File: src/rtl/vwdf_pkg.sv
// ----------------------------------------------------------------------------
// Valley window day finder package
// Shared defaults and register map for the valley window day finder.
// ----------------------------------------------------------------------------
package vwdf_pkg;

  // Default sizing of the block.
  localparam int unsigned DEF_MAX_WINDOW  = 1024;
  localparam int unsigned DEF_SAMPLE_BITS = 32;
  localparam longint unsigned DEF_MAX_DAYS = 64'd65536;

  // Fixed field widths of the stream and register interfaces.
  localparam int unsigned SAMPLE_W   = 32;
  localparam int unsigned WINDOW_W   = 11;
  localparam int unsigned DAY_IDX_W  = 16;
  localparam int unsigned OUT_DATA_W = 24;
  localparam int unsigned CFG_ADDR_W = 3;
  localparam int unsigned CFG_DATA_W = 32;

  // Register index, taken from the word address of the configuration port.
  typedef enum logic {
    REG_WINDOW_LENGTH = 1'b0,
    REG_UNMAPPED      = 1'b1
  } reg_index_t;

endpackage

File: src/rtl/valley_window_day_finder.sv
// ----------------------------------------------------------------------------
// Valley window day finder
// Streams samples and flags days framed by a non-rising and a non-falling run.
// ----------------------------------------------------------------------------
// The block takes one sample word per cycle and returns one result word per
// sample, so it sustains one word per clock while out_tready stays high. When
// a sample is accepted, stage one captures its state and the history read
// starts; the output register is loaded from stage one once it is free. That
// rate is set by the run counters, which are updated from the previous
// sample, and by the history RAM, which takes one flag write and
// one flag read per sample.
// For each sample k the result judges day k - window_length: good_day is set
// when the window_length samples before that day never rose and the
// window_length samples after it never fell. Until window_length samples have
// arrived, or when window_length exceeds MAX_WINDOW, good_day and day_index
// read as zero. A word with tlast set ends a sequence; its result carries
// tlast, and the block then starts the next sequence from a clean state. The
// history RAM is never cleared: a flag is only read once it has been written
// within the current sequence, so no clearing pass follows reset. The
// window_length register must only be written while the block is idle.
// ----------------------------------------------------------------------------
module valley_window_day_finder
  import vwdf_pkg::*;
#(
  parameter int unsigned MAX_WINDOW  = DEF_MAX_WINDOW,
  parameter int unsigned SAMPLE_BITS = DEF_SAMPLE_BITS,
  parameter longint unsigned MAX_DAYS = DEF_MAX_DAYS
) (
  input  logic                  clk,
  input  logic                  rst_n,
  // Input stream.
  input  logic                  in_tvalid,
  output logic                  in_tready,
  input  logic [SAMPLE_W-1:0]   in_tdata,   // [31:0] sample_value
  input  logic                  in_tlast,   // last_sample
  // Result stream.
  output logic                  out_tvalid,
  input  logic                  out_tready,
  output logic [OUT_DATA_W-1:0] out_tdata,  // [0] good_day, [16:1] day_index, zero above
  output logic                  out_tlast,  // sequence_end
  // Configuration port.
  input  logic                  cfg_psel,
  input  logic                  cfg_penable,
  input  logic                  cfg_pwrite,
  input  logic [CFG_ADDR_W-1:0] cfg_paddr,
  input  logic [CFG_DATA_W-1:0] cfg_pwdata,
  output logic [CFG_DATA_W-1:0] cfg_prdata,
  output logic                  cfg_pready
);

  // Sample bits that take part in the compares.
  localparam int unsigned SB     = (SAMPLE_BITS < SAMPLE_W) ? SAMPLE_BITS : SAMPLE_W;
  // Run counters saturate at MAX_WINDOW.
  localparam int unsigned RUN_W  = $clog2(MAX_WINDOW + 1);
  // The history holds one flag per sample for the last MAX_WINDOW+1 samples.
  localparam int unsigned DEPTH  = MAX_WINDOW + 1;
  localparam int unsigned AW     = $clog2(DEPTH);
  // Day counter saturates at MAX_DAYS-1.
  localparam int unsigned CNT_W  = (MAX_DAYS > 64'd2) ? $clog2(MAX_DAYS) : 1;
  localparam logic [CNT_W-1:0] CNT_MAX = CNT_W'(MAX_DAYS - 64'd1);
  localparam logic [RUN_W-1:0] RUN_MAX = RUN_W'(MAX_WINDOW);
  localparam logic [AW-1:0]    PTR_MAX = AW'(MAX_WINDOW);

  // --------------------------------------------------------------------------
  // Configuration register. pready is always high, so a write lands at the
  // access phase of the transfer.
  // --------------------------------------------------------------------------
  logic [WINDOW_W-1:0] window_r;
  reg_index_t          cfg_index;
  logic                cfg_wr;

  assign cfg_index  = reg_index_t'(cfg_paddr[2]);
  assign cfg_pready = 1'b1;
  assign cfg_wr     = cfg_psel && cfg_penable && cfg_pwrite && cfg_pready;

  always_ff @(posedge clk) begin
    if (!rst_n) begin
      window_r <= '0;
    end else if (cfg_wr && (cfg_index == REG_WINDOW_LENGTH)) begin
      window_r <= cfg_pwdata[WINDOW_W-1:0];
    end
  end

  always_comb begin
    case (cfg_index)
      REG_WINDOW_LENGTH: cfg_prdata = CFG_DATA_W'(window_r);
      default:           cfg_prdata = '0;
    endcase
  end

  // --------------------------------------------------------------------------
  // Pipeline handshake. Stage one waits for the history read; the output
  // register holds a finished result so that stage one can keep moving.
  // --------------------------------------------------------------------------
  logic s1_valid_r, s1_valid_nxt;
  logic out_valid_r, out_valid_nxt;
  logic s1_adv;
  logic accept;

  assign s1_adv    = s1_valid_r && (!out_valid_r || out_tready);
  assign in_tready = !s1_valid_r || s1_adv;
  assign accept    = in_tvalid && in_tready;

  // --------------------------------------------------------------------------
  // Run tracking on the accepted sample.
  // --------------------------------------------------------------------------
  logic [SB-1:0]    prev_r;
  logic             have_prev_r;
  logic [RUN_W-1:0] fall_r, fall_nxt;
  logic [RUN_W-1:0] rise_r, rise_nxt;
  logic [CNT_W-1:0] cnt_r, cnt_nxt;
  logic [AW-1:0]    ptr_r, ptr_nxt;
  logic [SB-1:0]    x;
  logic             w_ok;
  logic             fall_flag;
  logic             rise_ok;
  logic             eval;
  logic [31:0]      diff;
  logic [AW-1:0]    w_a;
  logic [AW:0]      raddr_wide;
  logic [AW-1:0]    raddr;

  assign x    = in_tdata[SB-1:0];
  assign w_ok = 32'(window_r) <= 32'(MAX_WINDOW);
  assign w_a  = AW'(window_r);

  always_comb begin
    if (have_prev_r) begin
      fall_nxt = (prev_r >= x) ? ((fall_r == RUN_MAX) ? fall_r : fall_r + 1'b1) : '0;
      rise_nxt = (prev_r <= x) ? ((rise_r == RUN_MAX) ? rise_r : rise_r + 1'b1) : '0;
    end else begin
      fall_nxt = '0;
      rise_nxt = '0;
    end
  end

  assign fall_flag = w_ok && (32'(fall_nxt) >= 32'(window_r));
  assign rise_ok   = 32'(rise_nxt) >= 32'(window_r);
  // A day can be judged once window_length samples of this sequence are in.
  assign eval      = w_ok && (32'(cnt_r) >= 32'(window_r));
  assign diff      = 32'(cnt_r) - 32'(window_r);

  assign cnt_nxt = (cnt_r == CNT_MAX) ? cnt_r : cnt_r + 1'b1;
  assign ptr_nxt = (ptr_r == PTR_MAX) ? '0 : ptr_r + 1'b1;

  // The flag of sample k - window_length sits window_length slots behind the
  // write pointer, modulo the history depth.
  always_comb begin
    if (ptr_r >= w_a) begin
      raddr_wide = {1'b0, ptr_r} - {1'b0, w_a};
    end else begin
      raddr_wide = {1'b0, ptr_r} + (AW + 1)'(DEPTH) - {1'b0, w_a};
    end
  end
  assign raddr = raddr_wide[AW-1:0];

  always_ff @(posedge clk) begin
    if (!rst_n) begin
      prev_r      <= '0;
      have_prev_r <= 1'b0;
      fall_r      <= '0;
      rise_r      <= '0;
      cnt_r       <= '0;
      ptr_r       <= '0;
    end else if (accept) begin
      ptr_r <= ptr_nxt;
      if (in_tlast) begin
        prev_r      <= '0;
        have_prev_r <= 1'b0;
        fall_r      <= '0;
        rise_r      <= '0;
        cnt_r       <= '0;
      end else begin
        prev_r      <= x;
        have_prev_r <= 1'b1;
        fall_r      <= fall_nxt;
        rise_r      <= rise_nxt;
        cnt_r       <= cnt_nxt;
      end
    end
  end

  // --------------------------------------------------------------------------
  // Fall history. With a zero window the flag just computed is the one that
  // is needed, so it is forwarded around the RAM.
  // --------------------------------------------------------------------------
  logic hist_rdata;

  vwdf_ram #(
    .WIDTH (1),
    .DEPTH (DEPTH)
  ) u_hist (
    .clk   (clk),
    .we    (accept),
    .waddr (ptr_r),
    .wdata (fall_flag),
    .re    (accept),
    .raddr (raddr),
    .rdata (hist_rdata)
  );

  // --------------------------------------------------------------------------
  // Stage one: wait for the history flag.
  // --------------------------------------------------------------------------
  logic                 s1_eval_r;
  logic                 s1_fwd_r;
  logic                 s1_fwd_flag_r;
  logic                 s1_rise_ok_r;
  logic [DAY_IDX_W-1:0] s1_idx_r;
  logic                 s1_last_r;
  logic                 s1_good;

  assign s1_valid_nxt = accept || (s1_valid_r && !s1_adv);
  assign s1_good      = s1_eval_r && s1_rise_ok_r && (s1_fwd_r ? s1_fwd_flag_r : hist_rdata);

  always_ff @(posedge clk) begin
    if (!rst_n) begin
      s1_valid_r <= 1'b0;
    end else begin
      s1_valid_r <= s1_valid_nxt;
    end
  end

  always_ff @(posedge clk) begin
    if (accept) begin
      s1_eval_r     <= eval;
      s1_fwd_r      <= (window_r == '0);
      s1_fwd_flag_r <= fall_flag;
      s1_rise_ok_r  <= rise_ok;
      s1_idx_r      <= eval ? DAY_IDX_W'(diff) : '0;
      s1_last_r     <= in_tlast;
    end
  end

  // --------------------------------------------------------------------------
  // Output register.
  // --------------------------------------------------------------------------
  logic                 out_good_r;
  logic [DAY_IDX_W-1:0] out_idx_r;
  logic                 out_last_r;

  assign out_valid_nxt = s1_adv || (out_valid_r && !out_tready);

  always_ff @(posedge clk) begin
    if (!rst_n) begin
      out_valid_r <= 1'b0;
    end else begin
      out_valid_r <= out_valid_nxt;
    end
  end

  always_ff @(posedge clk) begin
    if (s1_adv) begin
      out_good_r <= s1_good;
      out_idx_r  <= s1_idx_r;
      out_last_r <= s1_last_r;
    end
  end

  assign out_tvalid = out_valid_r;
  assign out_tdata  = {(OUT_DATA_W - DAY_IDX_W - 1)'(0), out_idx_r, out_good_r};
  assign out_tlast  = out_last_r;

  // --------------------------------------------------------------------------
  // Assertions.
  // --------------------------------------------------------------------------
  // A word waiting on its history flag must not be overwritten by a new one.
  a_s1_no_overwrite: assert property (@(posedge clk) disable iff (!rst_n)
    (s1_valid_r && !s1_adv) |-> !accept)
    else $error("stage one overwritten while stalled");

  // A stalled stage one keeps its word.
  a_s1_hold: assert property (@(posedge clk) disable iff (!rst_n)
    (s1_valid_r && !s1_adv) |=> s1_valid_r)
    else $error("stage one word lost while stalled");

  // The end of a sequence leaves a clean run state behind.
  a_last_clears: assert property (@(posedge clk) disable iff (!rst_n)
    (accept && in_tlast) |=> (cnt_r == '0) && !have_prev_r && (fall_r == '0) && (rise_r == '0))
    else $error("state not cleared after last sample");

  // Run counters never pass their saturation value.
  a_run_bound: assert property (@(posedge clk) disable iff (!rst_n)
    (fall_r <= RUN_MAX) && (rise_r <= RUN_MAX))
    else $error("run counter beyond saturation");

endmodule

File: src/rtl/vwdf_ram.sv
// ----------------------------------------------------------------------------
// Valley window day finder RAM
// Generic simple dual-port RAM: one write port, one read port, registered read.
// ----------------------------------------------------------------------------
module vwdf_ram #(
  parameter int unsigned WIDTH = 1,
  parameter int unsigned DEPTH = 2
) (
  input  logic                     clk,
  input  logic                     we,
  input  logic [$clog2(DEPTH)-1:0] waddr,
  input  logic [WIDTH-1:0]         wdata,
  input  logic                     re,
  input  logic [$clog2(DEPTH)-1:0] raddr,
  output logic [WIDTH-1:0]         rdata
);

  logic [WIDTH-1:0] mem [DEPTH];
  logic [WIDTH-1:0] rdata_r;

  always_ff @(posedge clk) begin
    if (we) begin
      mem[waddr] <= wdata;
    end
    if (re) begin
      rdata_r <= mem[raddr];
    end
  end

  assign rdata = rdata_r;

endmodule
File: config.mk
export PLATFORM = sky130hd
export DESIGN_NAME = valley_window_day_finder
export DESIGN_NICKNAME = d
export VERILOG_FILES = /design/src/rtl/vwdf_pkg.sv /design/src/rtl/valley_window_day_finder.sv /design/src/rtl/vwdf_ram.sv
export SDC_FILE = /design/constraint.sdc
export NUM_CORES = 2
export LEC_CHECK = 0
export BUFFER_PORTS_ARGS = -buffer_cell sky130_fd_sc_hd__buf_2
export CORE_MARGIN = 10
export CORE_UTILIZATION = 59
export CTS_BUF_LIST = sky130_fd_sc_hd__clkbuf_8
export DETAILED_ROUTE_END_ITERATION = 12
export PLACE_DENSITY = 0.84
export SLEW_MARGIN = 5
export SYNTH_ARGS = -nofsm -noshare
export SYNTH_HDL_FRONTEND = slang
export SYNTH_SLANG_ARGS = --single-unit
File: constraint.sdc
create_clock -name clk -period 41.9 [get_ports clk]
set_clock_uncertainty 0.05 [all_clocks]
set_input_delay 8.38 -clock clk [delete_from_list [all_inputs] [get_ports clk]]
set_output_delay 8.38 -clock clk [all_outputs]
set_load 0.03 [all_outputs]
[After elaboration in Yosys (flattened, before gate mapping)]
Memories as Yosys holds them, arrays and structs flattened. A register that Yosys moved wholly into a read port is not among the register bits.
Cells that the tools add are included.
Operators by class
  reductions and logical operators: 21
  bitwise operators: 1
  add/subtract/negate cells: 8
  equal/unequal tests: 5
  order comparisons: 7
  multiplexer cells: 18
Operators with widths (count)
  11-bit 2-to-1 mux: 11
  11-bit by 1-bit adder with 11-bit output (second input constant): 3
  11-bit equality test (second input constant): 3
  11-bit greater-or-equal comparator: 3
  32-bit greater-or-equal comparator: 1
  32-bit <= comparator: 1
  16-bit 2-to-1 mux: 2
  32-bit 2-to-1 mux: 1
  11-bit subtractor: 2
  16-bit by 1-bit adder with 16-bit output (second input constant): 1
  16-bit equality test (second input constant): 1
  16-bit by 11-bit greater-or-equal comparator with 1-bit output: 1
  16-bit by 11-bit subtractor with 16-bit output: 1
  11-bit adder (second input constant): 1
  11-bit <= comparator (second input constant): 1
  1-bit logical AND: 11
  11-bit logical NOT: 1
  1-bit logical NOT: 4
  1-bit logical OR: 4
  1-bit 2-to-1 mux: 4
  2-bit inequality test (second input constant): 1
  2-bit AND reduction: 1
  1-bit NOT: 1
Word-level totals
  flip-flop bits (word level): 134
  memories: 1
  bits of input ports: 75
  output and inout port bits: 60
  memory bits (writable): 1025
  logic and storage cells: 79
Memories
  u_hist.mem: words 1025, bits a word 1, read ports 1, clocked after memory_dff 1, wr ports 1, line vwdf_ram.sv:18  | logic [WIDTH-1:0] mem [DEPTH];

[Logic depth before layout (Yosys ltp)]
  depth in word-level cells: 7
  depth in mapped cells: 29

[Modules after synthesis]
Synthesis repeated with hierarchy kept, for this count alone.
Unflattened totals
  cell total of the unflattened synthesis: 4138
  area total of the unflattened synthesis: 53480.0 um^2
Modules (own cells, without submodules)
  vwdf_ram: cells each 3098, instances 1, area each 44540.2 um^2
  valley_window_day_finder: cells each 1040, instances 1, area each 8939.8 um^2

[Least setup slack after synthesis]
OpenSTA, ideal clock, no wires.
  kind: input to register
  from: input port in_tdata[1]
  to: register s1_fwd_flag_r, data pin
  data arrival time: 39.258 ns
  library setup time: 5.703 ns
  stages: 29
  required time: 36.147 ns
  slack: -3.110 ns
  buffers on the path: 1
  cell sequence: inv_1 ha_1 nor2b_1 o21a_1 o21a_1 o21a_1 o21a_1 o21a_1 o21a_1 o21ai_0 nand2_1 a211oi_1 a21bo_2 clkbuf_1 nor2_1 ha_1 nor2b_1 o21a_1 o21ai_0 a21boi_0 o21a_1 o21ai_0 nand2b_1 a21oi_1 nor2b_1 o21ai_0 nand2b_1 a21oi_1 a21oi_1
On the way
  cells in the longest elaborated chain, start to end: 5
RTL lines
  start: declaration: line valley_window_day_finder.sv:34  | input logic [SAMPLE_W-1:0] in_tdata,
  32-bit greater-or-equal comparator: line valley_window_day_finder.sv:129  | fall_nxt = (prev_r >= x) ? ((fall_r == RUN_MAX) ? fall_r : fall_r + 1'b1) : '0;
  11-bit 2-to-1 mux: line valley_window_day_finder.sv:129
  11-bit 2-to-1 mux: line valley_window_day_finder.sv:128  | if (have_prev_r) begin
  11-bit greater-or-equal comparator: line valley_window_day_finder.sv:137  | assign fall_flag = w_ok && (32'(fall_nxt) >= 32'(window_r));
  1-bit logical AND: line valley_window_day_finder.sv:137
  via fall_flag: line valley_window_day_finder.sv:115  | logic fall_flag;
  end signal: assignment: line valley_window_day_finder.sv:228  | s1_fwd_flag_r <= fall_flag;
  end: declaration: line valley_window_day_finder.sv:207  | logic s1_fwd_flag_r;
The timed path passes the listed nets, and every way through them passes these cells.
A chain may end at the register's enable or synchronous reset.

[Worst setup path in the final report]
  from: input port out_tready
  to: output port in_tready
On the way
  cells in the longest elaborated chain, start to end: 3
RTL lines
  start: declaration: line valley_window_day_finder.sv:38  | input logic out_tready,
  1-bit logical OR: line valley_window_day_finder.sv:100  | assign s1_adv = s1_valid_r && (!out_valid_r || out_tready);
  1-bit logical AND: line valley_window_day_finder.sv:100
  1-bit logical OR: line valley_window_day_finder.sv:101  | assign in_tready = !s1_valid_r || s1_adv;
  end: declaration: line valley_window_day_finder.sv:33  | output logic in_tready,
No other way between the ends.

==> impl_metrics.py <==
metrics = {
    "logic_synthesis": {
        "syn_area_per_cell_sq_um": 10.9,
        "yosysSeqAreaShare_pct": 61.8,
        "synth_cell_types": 100,
        "syn_inst": 5048,
        "synth_commonest_cells": "nor2_1 (1156), edfxtp_1 (1065), nand2_1 (545)",
        "synth_area_leaders": "edfxtp_1 (58%), nor2_1 (7.9%), nand2_1 (3.7%), dfxtp_1 (3.5%), ha_1 (2.2%)",
        "ys_seq_elements": 1160,
        "yosysWarningCount": 0,
        "synth_edf_count": 1065,
        "synth.top_cell.area_share_pct": 58.3,
        "async_reset_ff_share_pct": 0,
        "synth_area_sq_um": 54900,
        "yosysMostFrequentCell": "nor2_1",
        "synthFlopType": "edfxtp_1",
        "post-synth-top-area-cell": "edfxtp_1",
    },
    "job": {
        "cap_viol_max_count": 0,
    },
    "cells_and_area": {
        "layout.nets": 5151,
        "areaGrowthSynthToFinish_pct": 7.54,
        "drive_above_1_share_pct": 9.72,
        "fillers": 6824,
        "final_cells": 6341,
    },
    "global_routing": {
        "grt_first_pass_wirelength_microns": 237000,
        "grt_overflow_total": 0,
        "grt_max_degree": 246,
        "grt_use_total_pct": 28.9,
        "antenna_found_initial": 5,
        "grt_pass1_vias": 41100,
    },
    "setup_path": {
        "cp_common_cell": "buf_2",
        "crit_family": "simple AND/OR/NAND/NOR gates",
        "cp_max_fo": 4,
        "worstPathBufferInverterCount": 2,
        "critical-path-slowest-cell": "nor2b_1",
        "critPathMaxStageDelay_ps": 220,
        "worstSetupStartpointType": "input port",
        "crit_chain": "buf_2, nor2b_1, nand2_1, buf_2",
        "crit_required_ps": 33470,
        "crit_type": "input port to output port",
        "arrival_ps": 9030,
        "crit_path_end_kind": "output port",
    },
    "placed_design": {
        "port_buffers": 82,
        "pre_cts_slack_ps": 24450,
        "dp.cells": 6031,
        "gp_congestion": 0.904,
        "dp_hpwl_microns": 90400,
    },
    "routing": {
        "wl_per_cell_microns": 25.2,
        "drt_wl_total_microns": 160000,
        "vias": 42500,
        "initialDrtViolationCount": 6559,
        "drcViolationCount": 0,
        "antenna_left": 0,
        "viasPerCell": 6.70,
        "dr.pass1.iters": 9,
    },
    "clock_network": {
        "cts-hold-fix-buffers": 0,
        "htree_levels": 4,
        "cts_tree": "yes",
        "clk_pin_slew_worst_paths_ps": 60,
        "cts.path.max_buffers": 3,
        "post_cts_buffers": 0,
        "clockRootBuffer": "clkbuf_8",
        "cts_sinks": 1160,
        "clk_latency_ps": 920,
        "cts_made_buffers": 179,
        "cts_resized": 0,
    },
    "floorplanning": {
        "core-area_sq_um": 91900,
        "chipWidth_microns": 325,
        "die_h_microns": 325,
        "start_util_pct": 59.7,
        "rows": 111,
        "io_pins": 135,
        "dieArea_sq_um": 106000,
    },
    "power_and_ir_drop": {
        "vdd_ir_drop_max_v": 0.0000370,
        "powerDensity_nw_per_um2": 45.2,
        "p_leak_nw": 18.4,
    },
    "timing": {
        "rsz0062_at_grt": "no",
        "finalSetupViolations": 0,
        "maxSlewViolCount": 0,
        "hold_viol": 0,
        "worst_pin_slew_ps": 1330,
        "fmax_ghz": 0.0573,
        "slew_headroom_pct": 10.9,
        "finalSetupTns_ps": 0,
        "period_share_pct": 41.7,
        "post-route-min-period_ps": 17460,
        "fin_ws_ps": 24440,
    },
    "run_status": {
        "outcome": "finished clean",
    },
    "worst_hold_path": {
        "hold_class": "flop to flop",
    },
}
-- worst reg2reg max path: cells and delay by family (launching register included) --
family,cells,cell delay (ps)
buffers and inverters,3,2840
adders and majority gates,2,590
AOI/OAI and AO/OA,18,2730
DFF,1,330
and+or+nand+nor,7,720
-- power by group --
group | switching, mW | internal (mW) | total, mW
sequential | 0.00276 | 1.30 | 1.30
clock | 0.440 | 0.410 | 0.850
combinational | 0.377 | 0.138 | 0.515
-- worst paths after layout --
path / end / from / slack, ps / cells past startpoint
hold reg to reg: out_tlast$_DFFE_PP_ / s1_last_r$_DFFE_PP_ / 370 / 0
setup / recovery: in_tready / out_tready / 24440 / 4
setup reg to reg: u_hist.mem[747]$_DFFE_PP_ / prev_r[1]$_SDFFE_PN0P_ / 34250 / 30
hold / removal: out_tlast$_DFFE_PP_ / s1_last_r$_DFFE_PP_ / 370 / 0
-- sequential cells by signal (all words and copies together) (netlist names), 11 cells and up --
signal,cells
u_hist.mem,1025
cnt_r,16
prev_r,32
w_a,11
fall_r,11
ptr_r,11
rise_r,11
s1_idx_r,16
out_idx_r,16
-- layer usage --
metal  part of all wire, %  GRT usage [%]  vias to the layer above
met2                    46           45.8                     3331
met5                 0.018              0                        -
met1                    34           35.0                    20300
met3                    15           8.85                      755
li1                      -              -                    18000
met4                   6.0           16.5                        4
-- cell families (layout without fill, tap and decap cells) --
kind of cell | Yosys count | in the layout | synth area share (%)
buffers and inverters | 545 | 564 | 4.25
multiplexers | 96 | 96 | 2.38
AO/OA/AOI/OAI | 868 | 868 | 11.0
other | 2 | 33 | 0.0137
adder cells (fa/ha/maj) | 107 | 107 | 2.59
AND/OR/NAND/NOR | 2207 | 2207 | 17.0
flip-flops | 1160 | 1160 | 61.8
XOR/XNOR | 63 | 63 | 1.01
-- cells in the final DEF (no fill, tap or decap), drive strengths merged, types with 12 or more instances in the layout --
master and instances:
nor2 1159, a22oi 27, a31oi 94, nor4 37, a21o 12, mux2i 54, dfxtp 95, a211oi 27
a21oi 168, xor2 28, a221oi 52, o22ai 102, mux2 16, xnor2 35, buf 178, clkbuf 184
a22o 22, and3 35, nand2b 17, ha 96, nor2b 63, clkinv 41, o221ai 125, edfxtp 1065
mux4 26, conb 29, nand3 155, nand4 23, nor3 109, o21ai 116, nand2 547, o21a 12
inv 155, a21boi 17
-- cell type report --
| class | instances | area, sq um | area share [%] |
|---|---|---|---|
| Clock inverter | 122 | 541 | 0.916 |
| Timing Repair Buffer | 178 | 1140 | 1.94 |
| Clock buffer | 184 | 2530 | 4.29 |
| Inverter | 80 | 300 | 0.509 |
| Antenna cell | 4 | 10.0 | 0.0170 |
| Tap cell | 1243 | 1560 | 2.64 |
| Multi-Input combinational cell | 3370 | 19000 | 32.3 |
| Sequential cell | 1160 | 33900 | 57.4 |
-- through the flow --
step,total power [mW],utilization [%],hold WS (ps),cell area [sq um]
3_3_place_gp,1.80,60.8,352,55900
5_1_grt,2.74,64.2,370,59000
2_1_floorplan,1.69,-,350,55000
3_5_place_dp,1.82,60.8,355,55900
6_report,2.67,64.2,365,59000
4_1_cts,2.64,64.2,363,59000
No activity file was read; power rests on OpenSTA's default activity.
